--- src/hdl/mutex_lock_with_wait_queues_top_defines.svh ---
// Assertion macros shared by the lock manager RTL.
// No dependencies; included by the files that carry assertions.
`ifndef MUTEX_LOCK_WITH_WAIT_QUEUES_TOP_DEFINES_SVH
`define MUTEX_LOCK_WITH_WAIT_QUEUES_TOP_DEFINES_SVH

// Property checked on every clock edge outside reset.
`define MLWQ_ASSERT(label, prop, msg) \
  label: assert property (@(posedge clk) disable iff (!rst_n) (prop)) else $error(msg);

// Same-cycle implication checked outside reset.
`define MLWQ_ASSERT_IMP(label, ante, cons, msg) \
  label: assert property (@(posedge clk) disable iff (!rst_n) (ante) |-> (cons)) \
    else $error(msg);

`endif

--- src/hdl/mlwq_pkg.sv ---
// Package for the lock manager: sizes, codes, structs and the ring helper.
// No dependencies; all other files but the assertion header refer to it by scoped names.
package mlwq_pkg;

  localparam int NUM_LOCKS   = 3;
  localparam int LOCK_W      = 2;
  localparam int QUEUE_DEPTH = 8;
  localparam int PID_WIDTH   = 4;
  localparam int PTR_W       = (QUEUE_DEPTH > 1) ? $clog2(QUEUE_DEPTH) : 1;
  localparam int CNT_W       = $clog2(QUEUE_DEPTH + 1);
  localparam int SUM_W       = CNT_W + 1;

  typedef logic [PID_WIDTH-1:0] pid_t;
  typedef logic [PTR_W-1:0]     ptr_t;
  typedef logic [CNT_W-1:0]     cnt_t;
  typedef logic [LOCK_W-1:0]    lock_idx_t;

  typedef enum logic {
    CMD_WAIT   = 1'b0,
    CMD_SIGNAL = 1'b1
  } cmd_t;

  localparam lock_idx_t RES_USER_INPUT  = lock_idx_t'(0);
  localparam lock_idx_t RES_USER_OUTPUT = lock_idx_t'(1);
  localparam lock_idx_t RES_FILE        = lock_idx_t'(2);
  localparam lock_idx_t RES_UNKNOWN     = lock_idx_t'(3);

  typedef struct packed {
    cmd_t      command;
    lock_idx_t resource;
    pid_t      pid;
  } req_t;

  typedef struct packed {
    logic      enq;
    logic      deq;
    lock_idx_t lock;
    pid_t      pid;
  } q_cmd_t;

  typedef struct packed {
    logic empty;
    logic full;
    pid_t head_pid;
  } q_stat_t;

  typedef struct packed {
    logic granted;
    logic blocked;
    logic dropped;
    logic woken_valid;
    pid_t woken_pid;
    logic owner_valid;
    pid_t owner_pid;
  } result_t;

  // Ring position head + offset; the sum stays below twice the depth.
  function automatic ptr_t ring_add(ptr_t head, cnt_t offset);
    logic [SUM_W-1:0] sum;
    sum = SUM_W'(head) + SUM_W'(offset);
    if (sum >= SUM_W'(QUEUE_DEPTH)) begin
      sum = sum - SUM_W'(QUEUE_DEPTH);
    end
    return ptr_t'(sum);
  endfunction

endpackage

--- src/hdl/mlwq_in_if.sv ---
// Request channel interface: valid/ready handshake with the request fields.
// Depends on mlwq_pkg for the field widths.
interface mlwq_in_if;
  logic             valid;
  logic             ready;
  logic             command;
  logic [1:0]       resource;
  mlwq_pkg::pid_t   pid;

  modport source (output valid, command, resource, pid, input ready);
  modport sink   (input valid, command, resource, pid, output ready);
endinterface

--- src/hdl/mlwq_out_if.sv ---
// Result channel interface: valid/ready handshake with the result fields.
// Depends on mlwq_pkg for the field widths.
interface mlwq_out_if;
  logic           valid;
  logic           ready;
  logic           granted;
  logic           blocked;
  logic           dropped;
  logic           woken_valid;
  mlwq_pkg::pid_t woken_pid;
  logic           owner_valid;
  mlwq_pkg::pid_t owner_pid;

  modport source (output valid, granted, blocked, dropped, woken_valid, woken_pid,
                  owner_valid, owner_pid, input ready);
  modport sink   (input valid, granted, blocked, dropped, woken_valid, woken_pid,
                  owner_valid, owner_pid, output ready);
endinterface

--- src/hdl/mlwq_queue.sv ---
// Wait queues: one ring of process ids per lock with head pointer and count.
// Depends on mlwq_pkg.
module mlwq_queue (
  input  logic              clk,
  input  logic              rst_n,
  input  mlwq_pkg::lock_idx_t sel,
  input  mlwq_pkg::q_cmd_t  cmd,
  output mlwq_pkg::q_stat_t stat
);

  mlwq_pkg::pid_t ids_r     [mlwq_pkg::NUM_LOCKS][mlwq_pkg::QUEUE_DEPTH];
  mlwq_pkg::ptr_t head_r    [mlwq_pkg::NUM_LOCKS];
  mlwq_pkg::ptr_t head_nxt  [mlwq_pkg::NUM_LOCKS];
  mlwq_pkg::cnt_t count_r   [mlwq_pkg::NUM_LOCKS];
  mlwq_pkg::cnt_t count_nxt [mlwq_pkg::NUM_LOCKS];

  // Status of the lock addressed by the request in flight.
  always_comb begin
    stat = '0;
    for (int l = 0; l < mlwq_pkg::NUM_LOCKS; l++) begin
      if (sel == mlwq_pkg::LOCK_W'(l)) begin
        stat.empty    = (count_r[l] == '0);
        stat.full     = (count_r[l] == mlwq_pkg::CNT_W'(mlwq_pkg::QUEUE_DEPTH));
        stat.head_pid = ids_r[l][head_r[l]];
      end
    end
  end

  always_comb begin
    for (int l = 0; l < mlwq_pkg::NUM_LOCKS; l++) begin
      head_nxt[l]  = head_r[l];
      count_nxt[l] = count_r[l];
      if (cmd.lock == mlwq_pkg::LOCK_W'(l)) begin
        if (cmd.enq) begin
          count_nxt[l] = count_r[l] + mlwq_pkg::CNT_W'(1);
        end else if (cmd.deq) begin
          head_nxt[l]  = mlwq_pkg::ring_add(head_r[l], mlwq_pkg::CNT_W'(1));
          count_nxt[l] = count_r[l] - mlwq_pkg::CNT_W'(1);
        end
      end
    end
  end

  always_ff @(posedge clk) begin
    if (!rst_n) begin
      for (int l = 0; l < mlwq_pkg::NUM_LOCKS; l++) begin
        head_r[l]  <= '0;
        count_r[l] <= '0;
      end
    end else begin
      for (int l = 0; l < mlwq_pkg::NUM_LOCKS; l++) begin
        head_r[l]  <= head_nxt[l];
        count_r[l] <= count_nxt[l];
      end
    end
  end

  // Entries are written only by an enqueue and need no reset.
  always_ff @(posedge clk) begin
    for (int l = 0; l < mlwq_pkg::NUM_LOCKS; l++) begin
      if (cmd.enq && cmd.lock == mlwq_pkg::LOCK_W'(l)) begin
        ids_r[l][mlwq_pkg::ring_add(head_r[l], count_r[l])] <= cmd.pid;
      end
    end
  end

endmodule

--- src/hdl/mlwq_lock_ctrl.sv ---
// Owner registers and the decision logic for wait and signal requests.
// Depends on mlwq_pkg; drives the wait queues through a q_cmd_t struct.
module mlwq_lock_ctrl (
  input  logic              clk,
  input  logic              rst_n,
  input  logic              fire,
  input  mlwq_pkg::req_t    req,
  input  mlwq_pkg::q_stat_t q_stat,
  output mlwq_pkg::q_cmd_t  q_cmd,
  output mlwq_pkg::result_t result
);

  logic           held_r     [mlwq_pkg::NUM_LOCKS];
  logic           held_nxt   [mlwq_pkg::NUM_LOCKS];
  mlwq_pkg::pid_t holder_r   [mlwq_pkg::NUM_LOCKS];
  mlwq_pkg::pid_t holder_nxt [mlwq_pkg::NUM_LOCKS];

  logic           known;
  logic           cur_held;
  logic           new_held;
  mlwq_pkg::pid_t new_holder;

  always_comb begin
    known    = (req.resource != mlwq_pkg::RES_UNKNOWN);
    cur_held = 1'b0;
    for (int l = 0; l < mlwq_pkg::NUM_LOCKS; l++) begin
      if (req.resource == mlwq_pkg::LOCK_W'(l)) begin
        cur_held = held_r[l];
      end
    end

    result     = '0;
    q_cmd      = '0;
    q_cmd.lock = req.resource;
    q_cmd.pid  = req.pid;
    new_held   = 1'b0;
    new_holder = '0;

    if (!known) begin
      result.granted = (req.command == mlwq_pkg::CMD_WAIT);
    end else begin
      case (req.command)
        mlwq_pkg::CMD_WAIT: begin
          if (!cur_held) begin
            result.granted = 1'b1;
            new_held       = 1'b1;
            new_holder     = req.pid;
          end else begin
            result.blocked = 1'b1;
            result.dropped = q_stat.full;
            q_cmd.enq      = fire && !q_stat.full;
            new_held       = 1'b1;
            for (int l = 0; l < mlwq_pkg::NUM_LOCKS; l++) begin
              if (req.resource == mlwq_pkg::LOCK_W'(l)) begin
                new_holder = holder_r[l];
              end
            end
          end
        end
        mlwq_pkg::CMD_SIGNAL: begin
          if (!q_stat.empty) begin
            q_cmd.deq          = fire;
            new_held           = 1'b1;
            new_holder         = q_stat.head_pid;
            result.woken_valid = 1'b1;
            result.woken_pid   = q_stat.head_pid;
          end
        end
        default: begin
          new_held = 1'b0;
        end
      endcase
      result.owner_valid = new_held;
      result.owner_pid   = new_held ? new_holder : '0;
    end

    for (int l = 0; l < mlwq_pkg::NUM_LOCKS; l++) begin
      held_nxt[l]   = held_r[l];
      holder_nxt[l] = holder_r[l];
      if (fire && known && req.resource == mlwq_pkg::LOCK_W'(l)) begin
        held_nxt[l]   = new_held;
        holder_nxt[l] = new_holder;
      end
    end
  end

  always_ff @(posedge clk) begin
    if (!rst_n) begin
      for (int l = 0; l < mlwq_pkg::NUM_LOCKS; l++) begin
        held_r[l]   <= 1'b0;
        holder_r[l] <= '0;
      end
    end else begin
      for (int l = 0; l < mlwq_pkg::NUM_LOCKS; l++) begin
        held_r[l]   <= held_nxt[l];
        holder_r[l] <= holder_nxt[l];
      end
    end
  end

endmodule

--- src/hdl/mutex_lock_with_wait_queues_top.sv ---
// Top level of the lock manager: request stage, result register, handshakes.
// Depends on mlwq_pkg, mlwq_in_if, mlwq_out_if, mlwq_queue, mlwq_lock_ctrl
// and the assertion macros in mutex_lock_with_wait_queues_top_defines.svh.
//
// Usage
// The block manages three locks (user input, user output, file). Each request
// transaction on in_chan carries a command (wait or signal), a resource and a
// process id; each one yields exactly one result transaction on out_chan.
// Resource code 3 is unrecognized: a wait on it grants and nothing changes, a
// signal on it returns an all-zero result.
// An accepted request is held in the request register while the lock decision
// and queue update are made in a single pass; it then retires into the result
// register once that register is free or its transaction is being taken.
// Throughput is one transaction per cycle while out_chan does not stall; the
// owner registers and queue pointers are updated at the same edge that loads
// the result, so a back-to-back request sees the new state.
// When out_chan stalls, the result register holds its transaction, the request
// register fills, and in_chan.ready drops only once both are occupied.
// Reset (rst_n low, synchronous) frees every lock, empties every wait queue
// and discards any transaction in flight. Queue entries are not cleared.
`include "mutex_lock_with_wait_queues_top_defines.svh"

module mutex_lock_with_wait_queues_top (
  input logic       clk,
  input logic       rst_n,
  mlwq_in_if.sink   in_chan,
  mlwq_out_if.source out_chan
);

  // Request stage.
  logic              req_v_r;
  mlwq_pkg::req_t    req_r;
  // Result stage.
  logic              res_v_r;
  mlwq_pkg::result_t res_r;

  logic              advance;
  logic              in_fire;
  mlwq_pkg::q_cmd_t  q_cmd;
  mlwq_pkg::q_stat_t q_stat;
  mlwq_pkg::result_t result;

  // The request in the stage retires when the result register is free or
  // its current transaction is being taken this cycle.
  assign advance       = req_v_r && (!res_v_r || out_chan.ready);
  assign in_chan.ready = !req_v_r || advance;
  assign in_fire       = in_chan.valid && in_chan.ready;

  always_ff @(posedge clk) begin
    if (!rst_n) begin
      req_v_r <= 1'b0;
    end else if (in_chan.ready) begin
      req_v_r <= in_chan.valid;
    end
  end

  always_ff @(posedge clk) begin
    if (in_fire) begin
      req_r.command  <= mlwq_pkg::cmd_t'(in_chan.command);
      req_r.resource <= in_chan.resource;
      req_r.pid      <= in_chan.pid;
    end
  end

  mlwq_queue u_queue (
    .clk   (clk),
    .rst_n (rst_n),
    .sel   (req_r.resource),
    .cmd   (q_cmd),
    .stat  (q_stat)
  );

  // State changes only when the request actually retires into the result.
  mlwq_lock_ctrl u_lock_ctrl (
    .clk    (clk),
    .rst_n  (rst_n),
    .fire   (advance),
    .req    (req_r),
    .q_stat (q_stat),
    .q_cmd  (q_cmd),
    .result (result)
  );

  always_ff @(posedge clk) begin
    if (!rst_n) begin
      res_v_r <= 1'b0;
    end else if (advance) begin
      res_v_r <= 1'b1;
    end else if (out_chan.ready) begin
      res_v_r <= 1'b0;
    end
  end

  always_ff @(posedge clk) begin
    if (advance) begin
      res_r <= result;
    end
  end

  assign out_chan.valid       = res_v_r;
  assign out_chan.granted     = res_r.granted;
  assign out_chan.blocked     = res_r.blocked;
  assign out_chan.dropped     = res_r.dropped;
  assign out_chan.woken_valid = res_r.woken_valid;
  assign out_chan.woken_pid   = res_r.woken_pid;
  assign out_chan.owner_valid = res_r.owner_valid;
  assign out_chan.owner_pid   = res_r.owner_pid;

  // A woken process must be the owner reported in the same result.
  `MLWQ_ASSERT_IMP(a_woken_is_owner, res_v_r && res_r.woken_valid,
    res_r.owner_valid && res_r.owner_pid == res_r.woken_pid, "woken pid is not the owner")
  // A dropped requester was always a blocked one.
  `MLWQ_ASSERT_IMP(a_drop_implies_block, res_v_r && res_r.dropped,
    res_r.blocked && !res_r.granted, "dropped without blocked")
  // Blocking only happens on a lock that stays held.
  `MLWQ_ASSERT_IMP(a_block_keeps_owner, res_v_r && res_r.blocked,
    res_r.owner_valid && !res_r.woken_valid, "blocked on a free lock")
  // A retiring request always produces a valid result on the next cycle.
  `MLWQ_ASSERT(a_retire_to_result, advance |=> res_v_r, "retired request lost")

endmodule
--- src/flat_wrapper.sv ---
// flat-port wrapper written by rule: the top's interface ports become plain ports
module mutex_lock_with_wait_queues_top_flat 
  (clk, rst_n, in_chan_valid, in_chan_command, in_chan_resource, in_chan_pid, in_chan_ready, out_chan_valid, out_chan_granted, out_chan_blocked, out_chan_dropped, out_chan_woken_valid, out_chan_woken_pid, out_chan_owner_valid, out_chan_owner_pid, out_chan_ready);
  mlwq_in_if in_chan_i ();
  mlwq_out_if out_chan_i ();
  input logic clk;
  input logic rst_n;
  input wire logic [$bits(in_chan_i.valid)-1:0] in_chan_valid;
  input wire logic [$bits(in_chan_i.command)-1:0] in_chan_command;
  input wire logic [$bits(in_chan_i.resource)-1:0] in_chan_resource;
  input wire logic [$bits(in_chan_i.pid)-1:0] in_chan_pid;
  output wire logic [$bits(in_chan_i.ready)-1:0] in_chan_ready;
  output wire logic [$bits(out_chan_i.valid)-1:0] out_chan_valid;
  output wire logic [$bits(out_chan_i.granted)-1:0] out_chan_granted;
  output wire logic [$bits(out_chan_i.blocked)-1:0] out_chan_blocked;
  output wire logic [$bits(out_chan_i.dropped)-1:0] out_chan_dropped;
  output wire logic [$bits(out_chan_i.woken_valid)-1:0] out_chan_woken_valid;
  output wire logic [$bits(out_chan_i.woken_pid)-1:0] out_chan_woken_pid;
  output wire logic [$bits(out_chan_i.owner_valid)-1:0] out_chan_owner_valid;
  output wire logic [$bits(out_chan_i.owner_pid)-1:0] out_chan_owner_pid;
  input wire logic [$bits(out_chan_i.ready)-1:0] out_chan_ready;
  assign in_chan_i.valid = in_chan_valid;
  assign in_chan_i.command = in_chan_command;
  assign in_chan_i.resource = in_chan_resource;
  assign in_chan_i.pid = in_chan_pid;
  assign in_chan_ready = in_chan_i.ready;
  assign out_chan_valid = out_chan_i.valid;
  assign out_chan_granted = out_chan_i.granted;
  assign out_chan_blocked = out_chan_i.blocked;
  assign out_chan_dropped = out_chan_i.dropped;
  assign out_chan_woken_valid = out_chan_i.woken_valid;
  assign out_chan_woken_pid = out_chan_i.woken_pid;
  assign out_chan_owner_valid = out_chan_i.owner_valid;
  assign out_chan_owner_pid = out_chan_i.owner_pid;
  assign out_chan_i.ready = out_chan_ready;
  mutex_lock_with_wait_queues_top u_core (.clk(clk), .rst_n(rst_n), .in_chan(in_chan_i), .out_chan(out_chan_i));
endmodule
--- config.mk ---
export PLATFORM = sky130hd
export DESIGN_NAME = mutex_lock_with_wait_queues_top_flat
export DESIGN_NICKNAME = d
export VERILOG_FILES = /design/src/hdl/mlwq_pkg.sv /design/src/hdl/mlwq_in_if.sv /design/src/hdl/mlwq_out_if.sv /design/src/hdl/mlwq_queue.sv /design/src/hdl/mlwq_lock_ctrl.sv /design/src/hdl/mutex_lock_with_wait_queues_top.sv /design/src/flat_wrapper.sv
export VERILOG_INCLUDE_DIRS = /design/src /design/src/hdl
export SDC_FILE = /design/constraint.sdc
export NUM_CORES = 1
export LEC_CHECK = 0
export BUFFER_PORTS_ARGS = -buffer_cell sky130_fd_sc_hd__buf_2
export CAP_MARGIN = 20
export CORE_MARGIN = 1.5
export CORE_UTILIZATION = 28
export DETAILED_ROUTE_END_ITERATION = 12
export GPL_TIMING_DRIVEN = 1
export PLACE_DENSITY = 0.5
export SLEW_MARGIN = 20
export SYNTH_ARGS = -nofsm -noshare
export SYNTH_HDL_FRONTEND = slang
export SYNTH_SLANG_ARGS = --single-unit
--- constraint.sdc ---
create_clock -name clk -period 3.85 [get_ports clk]
set_input_delay 0.5775 -clock clk [delete_from_list [all_inputs] [get_ports clk]]
set_output_delay 0.5775 -clock clk [all_outputs]
set_load 0.005 [all_outputs]
==> impl_metrics.env, run 1 <==
export IMPL_outcome="completed"
export IMPL_path_class="register to register"
export IMPL_cap_violations=0
export IMPL_max_slew_margin_rel=0.3743
export IMPL_p_sw_w=0.0009057
export IMPL_cts_buffers=17
export IMPL_skew_ns=0.01240
export IMPL_crit_fanout=12
export IMPL_antenna_left=0
export IMPL_dp_hpwl_um=11760
export IMPL_ios=26
export IMPL_switching_share=0.2489
export IMPL_finalMaxSlewViolations=0
export IMPL_r2r_start="u_core.req_r[4]$_DFFE_PP_"
export IMPL_layout_commonest_cell="edfxtp_1"
export IMPL_antenna_cells=0
export IMPL_max_clock_path_buffers=2
export IMPL_reg2reg_slack_ns=0.51
export IMPL_core_region_area_um2=24460
export IMPL_antenna_found_initial=0
export IMPL_async_reset_ff_frac=0
export IMPL_internal_power_w=0.002733
export IMPL_totalWireLength_um=16600
export IMPL_synth_area_um2=7007
export IMPL_yosysTopAreaCell="edfxtp_1"
export IMPL_worstHoldStart="in_chan_pid[0]"
export IMPL_drive_gt1_frac=0.1599
export IMPL_cts_resized=0
export IMPL_tns_ns=0
export IMPL_hold_path_end="u_core.req_r[0]$_DFFE_PP_"
export IMPL_ys_seq_area_frac=0.6057
export IMPL_startpoint_type="register"
export IMPL_crit_required_ns=4.21
export IMPL_hold_class="input port to register"
export IMPL_rsz0062_at_grt="false"
export IMPL_peakVddDrop_v=0.0002151
export IMPL_yosysTopAreaCellShare=0.4971
export IMPL_r2r_end="u_core.u_queue.count_r[0][3]$_SDFFE_PN0P_"
export IMPL_grt_pass1_wl_um=26410
export IMPL_drcViolationCount=0
export IMPL_synth_area_per_cell_um2=12.86
export IMPL_ys_warn_count=0
export IMPL_cts_clk_slew_worst_paths_ns=0.07
export IMPL_finish_utilization=0.3334
export IMPL_synth_area_leaders="edfxtp_1 50%, dfxtp_1 11%, mux2i_1 6.9%, mux4_2 3.9%, nand2_1 3.2%"
export IMPL_nFillCells=2373
export IMPL_crit_arrival_ns=3.70
export IMPL_synth_distinct_cells=51
export IMPL_row_count=57
export IMPL_comb_power_share=0.046
export IMPL_via_per_inst=4.876
export IMPL_overflow=0
export IMPL_drtPass1Iterations=5
export IMPL_drt_wirelength_per_cell_um=18.08
export IMPL_hold_depth=1
export IMPL_finalNetCount=610
export IMPL_syn_num_nets=574
export IMPL_dieArea_um2=25980
export IMPL_tightest_slew_ns=0.9386
export IMPL_post_dp_cell_area_um2=7541
export IMPL_reg2reg_depth=10
export IMPL_synth_seq_cells=154
export IMPL_grt_start_max_net_pins=40
export IMPL_numPortBuffers=25
export IMPL_post_route_period_util=0.8663
export IMPL_cts_htree_levels=4
export IMPL_grt_use_total=0.1353
export IMPL_design_area_um2=8157
export IMPL_postCtsSetupRepairBufs=0
export IMPL_die_x_um=161.2
export IMPL_synthCells=545
export IMPL_syn_to_final_growth_pct=16.41
export IMPL_clock_root_buffer="clkbuf_16"
export IMPL_hold_viol_final=0
export IMPL_powerDensity_nw_per_um2=446.1
export IMPL_cts_tree="done"
export IMPL_cts_sinks=154
export IMPL_place_congestion=0.8250
export IMPL_start_util=0.2864
export IMPL_fmax_mhz=299.8
export IMPL_period_needed_ns=3.335
export IMPL_vias=4476
export IMPL_grt_pass1_vias=4581
export IMPL_synth_edf_count=116
export IMPL_leakage_nw=2.774
export IMPL_cts_hold_fix_buffers=0
export IMPL_end_kind="register"
export IMPL_synthFlopType="edfxtp_1"
export IMPL_clock_latency_ns=0.43
export IMPL_layout_common_cells="116 x edfxtp_1, 60 x nand2_1, 48 x mux2i_1, 39 x nor2_1, 38 x dfxtp_1"
export IMPL_pwr_share_clk=0.451
export IMPL_dieHeight_um=161.2
export IMPL_seq_power_share=0.503
export IMPL_setup_violations=0
export IMPL_drt_initial_drc_count=293
==> Yosys cell counts (all sizes together) (10+ instances only) <==
| cell type | number |
|---|---|
| mux2i | 48 |
| a21o | 10 |
| nor3 | 21 |
| edfxtp | 116 |
| clkbuf | 17 |
| nand2b | 10 |
| a21oi | 20 |
| xnor2 | 10 |
| mux4 | 12 |
| ha | 12 |
| o21ai | 12 |
| nand2 | 60 |
| nand3 | 15 |
| dfxtp | 38 |
| nor2 | 39 |
==> layer usage <==
metal | wire length (um) | vias to the layer above | global-route usage
met1 | 7572 | 2201 | 0.1835
met3 | 942 | 18 | 0.03005
li1 | - | 2133 | -
met2 | 7789 | 124 | 0.2126
met4 | 297 | 0 | 0.04882
met5 | 0 | - | 0
==> sequential cells by signal (all words and copies together), names as in the netlist <==
register and cells:
u_core.u_queue.ids_r 96, u_core.u_lock_ctrl.holder_r 12, u_core.u_queue.count_r 12, u_core.u_queue.head_r 9, u_core.req_r 7, u_core.out_chan.owner_pid 4
u_core.out_chan.woken_pid 4, u_core.u_lock_ctrl.held_r 3, u_core.out_chan.blocked 1, u_core.out_chan.dropped 1, u_core.out_chan.granted 1, u_core.out_chan.owner_valid 1
u_core.out_chan.valid 1, u_core.out_chan.woken_valid 1, u_core.req_v_r 1
==> logic make-up after synthesis <==
logic type	Yosys count	synth area share
and+or+nand+nor	186	0.1336
buffers and inverters	33	0.01929
AOI/OAI and AO/OA	80	0.07786
xor gates and xnor gates	13	0.01625
muxes	61	0.1087
DFF	154	0.6057
adders and majority gates	18	0.03857
==> cell type report <==
cell class | count | area (um2) | share of cell area
Tap cell | 324 | 405.4 | 0.04970
Timing Repair Buffer | 41 | 272.8 | 0.03344
Clock inverter | 14 | 143.9 | 0.01764
Multi-Input combinational cell | 358 | 2628 | 0.3221
Sequential cell | 154 | 4244 | 0.5203
Inverter | 9 | 33.78 | 0.004142
Clock buffer | 18 | 429.2 | 0.05262
==> power by group through the flow <==
stage	clock [W]	combinational (W)	sequential [W]
after floorplan	0	0.000102	0.00186
after global placement	0	0.000152	0.00187
after CTS	0.00167	0.000155	0.00184
after detailed placement	0	0.000154	0.00188
after global routing	0.00173	0.000183	0.00183
final	0.00164	0.000166	0.00183
==> per-stage QoR <==
step | setup WS [ns] | total power (W) | hold slack [ns] | instances
2_1_floorplan | 0.8712 | 0.001963 | 0.4550 | 545
3_3_place_gp | 0.6678 | 0.002027 | 0.4920 | 884
3_5_place_dp | 0.5286 | 0.002030 | 0.5045 | 884
4_1_cts | 0.4985 | 0.003662 | 0.2986 | 916
5_1_grt | 0.2064 | 0.003753 | 0.2920 | 918
6_report | 0.5149 | 0.003638 | 0.3139 | 918
==> worst max path at each step <==
stage | from | to | slack, ns | cells after the start
2_1_floorplan | out_chan_ready | u_core.u_queue.count_r[0][3]$_SDFFE_PN0P_ | 0.87 | 10
3_3_place_gp | u_core.req_r[4]$_DFFE_PP_ | u_core.u_queue.count_r[0][11]$_SDFFE_PN0P_ | 0.67 | 10
3_5_place_dp | u_core.req_r[4]$_DFFE_PP_ | u_core.u_queue.count_r[0][3]$_SDFFE_PN0P_ | 0.53 | 10
4_1_cts | u_core.req_r[4]$_DFFE_PP_ | u_core.u_queue.count_r[0][3]$_SDFFE_PN0P_ | 0.50 | 10
5_1_grt | u_core.req_r[4]$_DFFE_PP_ | u_core.u_queue.count_r[0][7]$_SDFFE_PN0P_ | 0.21 | 10
6_report | u_core.req_r[4]$_DFFE_PP_ | u_core.u_queue.count_r[0][3]$_SDFFE_PN0P_ | 0.51 | 10
==> worst max-delay path: stages, from the launching register on <==
cell and delay, ns:
edfxtp_1 0.64, or4b_1 0.52, nor3b_1 0.52, nor4_4 0.10
nand2_1 0.34, ha_1 0.31, a21o_1 0.17, a21oi_1 0.19
nor3_1 0.07, a22oi_1 0.20, mux2i_1 0.21
Power figures use the tool's default switching activity.
==> run 2: changes to the inputs <==
==> constraint.sdc (replaced) <==
create_clock -name clk -period 3.85 [get_ports clk]
set_input_delay 0 -clock clk [delete_from_list [all_inputs] [get_ports clk]]
set_output_delay 0 -clock clk [all_outputs]
set_load 0.005 [all_outputs]
==> run 2 against run 1 <==
  * Clock skew rose by 0.0067 ns
  * Die area is the same
  * Critical endpoint unchanged
  * Critical path type unchanged
  * Combinational power barely moved
  * Largest power group unchanged
  * First-iteration DRC count grew 19%
==> impl_metrics.env, run 2 (synthesized netlist as in run 1, its figures left out) <==
export IMPL_seq_power_share=0.503
export IMPL_grt_pass1_wl_um=26210
export IMPL_end_kind="register"
export IMPL_syn_to_final_growth_pct=17.30
export IMPL_overflow=0
export IMPL_core_region_area_um2=24460
export IMPL_critical_path_max_stage_delay_ns=0.65
export IMPL_via_per_inst=4.811
export IMPL_pwr_share_clk=0.452
export IMPL_finalNetCount=615
export IMPL_hold_viol_final=0
export IMPL_antenna_found_initial=0
export IMPL_r2r_start="u_core.req_r[4]$_DFFE_PP_"
export IMPL_period_needed_ns=3.405
export IMPL_peakVddDrop_v=0.0002917
export IMPL_place_congestion=0.8192
export IMPL_drcViolationCount=0
export IMPL_cts_clk_slew_worst_paths_ns=0.07
export IMPL_clock_root_buffer="clkbuf_16"
export IMPL_switching_share=0.2480
export IMPL_post_route_period_util=0.8843
export IMPL_row_count=57
export IMPL_crit_chain="or4b_1, nor3b_1, nor4_4, nand2_1, ha_1, a21o_1, a21oi_1, nor3_1, a22oi_1, mux2i_1"
export IMPL_startpoint="u_core.req_r[4]$_DFFE_PP_"
export IMPL_internal_power_w=0.002742
export IMPL_dieArea_um2=25980
export IMPL_skew_ns=0.01905
export IMPL_vias=4441
export IMPL_start_util=0.2864
export IMPL_cts_buffers=17
export IMPL_grt_use_total=0.1335
export IMPL_drt_wirelength_per_cell_um=17.62
export IMPL_setup_violations=0
export IMPL_rsz0062_at_grt="false"
export IMPL_tns_ns=0
export IMPL_clock_latency_ns=0.43
export IMPL_finalMaxSlewViolations=0
export IMPL_path_class="register to register"
export IMPL_layout_common_cells="116 x edfxtp_1, 60 x nand2_1, 48 x mux2i_1, 39 x nor2_1, 38 x dfxtp_1"
export IMPL_die_x_um=161.2
export IMPL_max_clock_path_buffers=2
export IMPL_finish_utilization=0.3360
export IMPL_drt_initial_drc_count=350
export IMPL_cts_tree="done"
export IMPL_outcome="completed"
export IMPL_comb_power_share=0.045
export IMPL_dieHeight_um=161.2
export IMPL_crit_arrival_ns=3.75
export IMPL_dp_hpwl_um=11530
export IMPL_hold_class="input port to register"
export IMPL_antenna_cells=0
export IMPL_max_slew_margin_rel=0.3354
export IMPL_fmax_mhz=293.7
export IMPL_startpoint_type="register"
export IMPL_cts_htree_levels=4
export IMPL_leakage_nw=2.791
export IMPL_crit_required_ns=4.20
export IMPL_cpMaxStageDelayCell="edfxtp_1"
export IMPL_tightest_slew_ns=0.9969
export IMPL_antenna_left=0
export IMPL_p_sw_w=0.0009044
export IMPL_drive_gt1_frac=0.1536
export IMPL_numPortBuffers=25
export IMPL_cts_sinks=154
export IMPL_grt_pass1_vias=4517
export IMPL_grt_start_max_net_pins=40
export IMPL_totalWireLength_um=16270
export IMPL_layout_commonest_cell="edfxtp_1"
export IMPL_powerDensity_nw_per_um2=443.6
export IMPL_drtPass1Iterations=7
export IMPL_worstHoldStart="rst_n"
export IMPL_largest_register_ff_count=96
export IMPL_ios=26
export IMPL_crit_fanout=12
export IMPL_cap_violations=0
==> run 2: changes by cell type in the layout (fill, tap and decap cells not counted) <==
| cell | delta |
|---|---|
| clkbuf_1 | -1 |
| inv_8 | -2 |
| buf_4 | -3 |
| buf_16 | -1 |
| dlygate4sd3_1 | +9 |
| clkinv_8 | +3 |
==> run 2: metal layers <==
layer | part of all wire | global-route usage | vias to the layer above
met3 | 0.044 | 0.02876 | 11
met2 | 0.47 | 0.2126 | 106
li1 | - | - | 2140
met4 | 0.011 | 0.03956 | 0
met5 | 0 | 0 | -
met1 | 0.47 | 0.1827 | 2184
==> run 2: final cells by class <==
class / count / area, um2
fill: 2380 / 16240
multi-input combinational: 358 / 2628
tap: 324 / 405.4
sequential: 154 / 4244
clock inverter: 15 / 170.2
clock buffer: 17 / 425.4
inverter: 9 / 33.78
timing repair buffer: 46 / 312.8
==> run 2: final timing paths <==
kind | slack, ns | to | depth (start not counted)
worst max-delay path | 0.45 | u_core.u_queue.count_r[0][3]$_SDFFE_PN0P_ | 10
worst min-delay path | 0.17 | u_core.u_queue.count_r[0][9]$_SDFFE_PN0P_ | 3
worst max register to register | 0.45 | u_core.u_queue.count_r[0][3]$_SDFFE_PN0P_ | 10
worst min register to register | 0.51 | u_core.u_queue.count_r[0][11]$_SDFFE_PN0P_ | 2
==> run 2: stage by stage <==
step / worst slack, ns / hold slack (ns) / instances / area [um2] / power [W]
after floorplan: 0.8941 / 0.09887 / 545 / 7007 / 0.001963
after global placement: 0.6583 / 0.1760 / 881 / 7518 / 0.002026
after CTS: 0.4496 / 0.1391 / 922 / 8204 / 0.003680
after detailed placement: 0.4623 / 0.1784 / 881 / 7518 / 0.002028
after global routing: 0.1193 / 0.2016 / 923 / 8219 / 0.003765
final: 0.4454 / 0.1676 / 923 / 8219 / 0.003646
==> run 2: critical path: cells and delay by family, from the launching register on <==
| kind | cells | cell delay, ns |
|---|---|---|
| compound gates | 3 | 0.61 |
| fa+ha+maj | 1 | 0.31 |
| flops | 1 | 0.65 |
| mux | 1 | 0.24 |
| simple gates | 5 | 1.51 |
==> run 2: power by group through the flow <==
stage          registers (W)  clock network (W)  logic [W]
2_1_floorplan        0.00186                  0   0.000102
3_3_place_gp         0.00187                  0   0.000151
3_5_place_dp         0.00188                  0   0.000153
4_1_cts              0.00184            0.00168   0.000161
5_1_grt              0.00184            0.00175   0.000182
6_report             0.00183            0.00165   0.000165
==> run 2: repair_timing <==
action | 4_1_cts | 5_1_grt
resized for setup | 0 | 0
hold buffers | 9 | 0
setup endpoints to repair | 0 | 0
endpoints found under the hold margin | 9 | 0
buffers inserted | 0 | 0
==> run 3: changes to the inputs <==
Settings changed: PLACE_DENSITY 0.5 to 0.43.
==> run 3 against run 2 <==
  * Clock skew down 0.0060 ns
  * Highest routed layer unchanged
  * Die area unchanged
  * Total power down 1.1%
  * Critical endpoint is now u_core.u_queue.count_r[0][11]$_SDFFE_PN0P_
==> impl_metrics.env, run 3 (synthesized netlist as in run 1, its figures left out) <==
export IMPL_finalNetCount=626
export IMPL_critical_path_max_stage_delay_ns=0.71
export IMPL_totalPowerFinal_w=0.003606
export IMPL_finalMaxSlewViolations=0
export IMPL_numPortBuffers=25
export IMPL_place_congestion=0.8377
export IMPL_post_route_period_util=0.8824
export IMPL_cts_clk_slew_worst_paths_ns=0.07
export IMPL_clock_root_buffer="clkbuf_16"
export IMPL_drcViolationCount=0
export IMPL_grt_pass1_vias=4535
export IMPL_peakVddDrop_v=0.0002386
export IMPL_antenna_found_initial=0
export IMPL_dieArea_um2=25980
export IMPL_crit_required_ns=4.22
export IMPL_row_count=57
export IMPL_post_dp_cell_area_um2=7609
export IMPL_drt_initial_drc_count=317
export IMPL_syn_to_final_growth_pct=17.86
export IMPL_setup_violations=0
export IMPL_startpoint="u_core.req_r[4]$_DFFE_PP_"
export IMPL_cts_tree="done"
export IMPL_period_needed_ns=3.397
export IMPL_hold_class="input port to register"
export IMPL_outcome="completed"
export IMPL_crit_arrival_ns=3.76
export IMPL_ios=26
export IMPL_rsz0062_at_grt="false"
export IMPL_overflow=0
export IMPL_cpMaxStageDelayCell="edfxtp_1"
export IMPL_startpoint_type="register"
export IMPL_vias=4565
export IMPL_layout_common_cells="116 x edfxtp_1, 60 x nand2_1, 48 x mux2i_1, 39 x nor2_1, 38 x dfxtp_1"
export IMPL_drive_gt1_frac=0.1672
export IMPL_cts_buffers=17
export IMPL_max_slew_margin_rel=0.3462
export IMPL_largest_register_ff_count=96
export IMPL_start_util=0.2864
export IMPL_cts_htree_levels=4
export IMPL_crit_chain="or4b_1, nor3b_1, nor4_4, nand2_1, ha_1, a21o_1, a21oi_1, nor3_1, a22oi_1, mux2i_1"
export IMPL_dieHeight_um=161.2
export IMPL_grt_start_max_net_pins=39
export IMPL_place_ws_ns=0.5260
export IMPL_layout_commonest_cell="edfxtp_1"
export IMPL_totalWireLength_um=17250
export IMPL_powerDensity_nw_per_um2=436.6
export IMPL_via_per_inst=4.888
export IMPL_fmax_mhz=294.4
export IMPL_antenna_cells=0
export IMPL_leakage_nw=2.817
export IMPL_layout_setup_ws_ns=0.4527
export IMPL_end_kind="register"
export IMPL_design_area_um2=8258
export IMPL_drt_wirelength_per_cell_um=18.47
export IMPL_grt_pass1_wl_um=26610
export IMPL_tns_ns=0
export IMPL_clock_latency_ns=0.44
export IMPL_r2r_start="u_core.req_r[4]$_DFFE_PP_"
export IMPL_core_region_area_um2=24460
export IMPL_cap_violations=0
export IMPL_tightest_slew_ns=0.9808
export IMPL_dp_hpwl_um=12290
export IMPL_die_x_um=161.2
export IMPL_grt_use_total=0.1390
export IMPL_path_class="register to register"
export IMPL_worstHoldStart="rst_n"
export IMPL_drtPass1Iterations=5
export IMPL_skew_ns=0.01310
export IMPL_crit_fanout=12
export IMPL_hold_viol_final=0
export IMPL_antenna_left=0
export IMPL_max_clock_path_buffers=2
export IMPL_cts_sinks=154
run 3: layout make-up:
class                   instances  area (um2)
fillers                      2379       16200
clock inverters                14       130.1
clock buffers                  18       429.2
flip-flops and latches        154        4244
multi-input cells             358        2628
repair buffers                 57       387.9
inverters                       9       33.78
well taps                     324       405.4
run 3: metrics by stage:
stage,std cells,hold slack [ns],utilization
after floorplan,545,0.09887,-
after global placement,893,0.1767,0.3110
after detailed placement,893,0.1781,0.3110
after CTS,934,0.1245,0.3376
after global routing,934,0.1517,0.3376
final,934,0.1401,0.3376
run 3: what timing repair did:
action                    in CTS  in global routing
setup buffers                  0                  0
resized for setup              0                  0
hold buffers                   9                  0
hold endpoints to repair       9                  0
run 3: power breakdown:
part / switching, W / internal, W
sequential: 0.0000298 / 0.00181
combinational: 0.000107 / 0.0000654
clock: 0.000749 / 0.000849
run 3: path summary, 6_finish.rpt:
check / depth (start not counted) / end / slack (ns)
max: 10 / u_core.u_queue.count_r[0][11]$_SDFFE_PN0P_ / 0.45
max reg2reg: 10 / u_core.u_queue.count_r[0][11]$_SDFFE_PN0P_ / 0.45
min: 4 / u_core.u_queue.count_r[0][10]$_SDFFE_PN0P_ / 0.14
min reg2reg: 2 / u_core.u_queue.count_r[0][7]$_SDFFE_PN0P_ / 0.50
run 3: layer usage:
layer  GRT usage  part of all wire  up-vias
met3     0.03184             0.042       30
met1      0.1879              0.48     2266
li1            -                 -     2167
met5           0                 0        -
met4     0.05808             0.023        0
met2      0.2147              0.45      102
run 3: worst max-delay path: cells and delay by family, from the launching register on:
| family | cells | cell delay [ns] |
|---|---|---|
| compound gates | 3 | 0.57 |
| fa+ha+maj | 1 | 0.31 |
| flops | 1 | 0.71 |
| mux | 1 | 0.21 |
| simple gates | 5 | 1.51 |
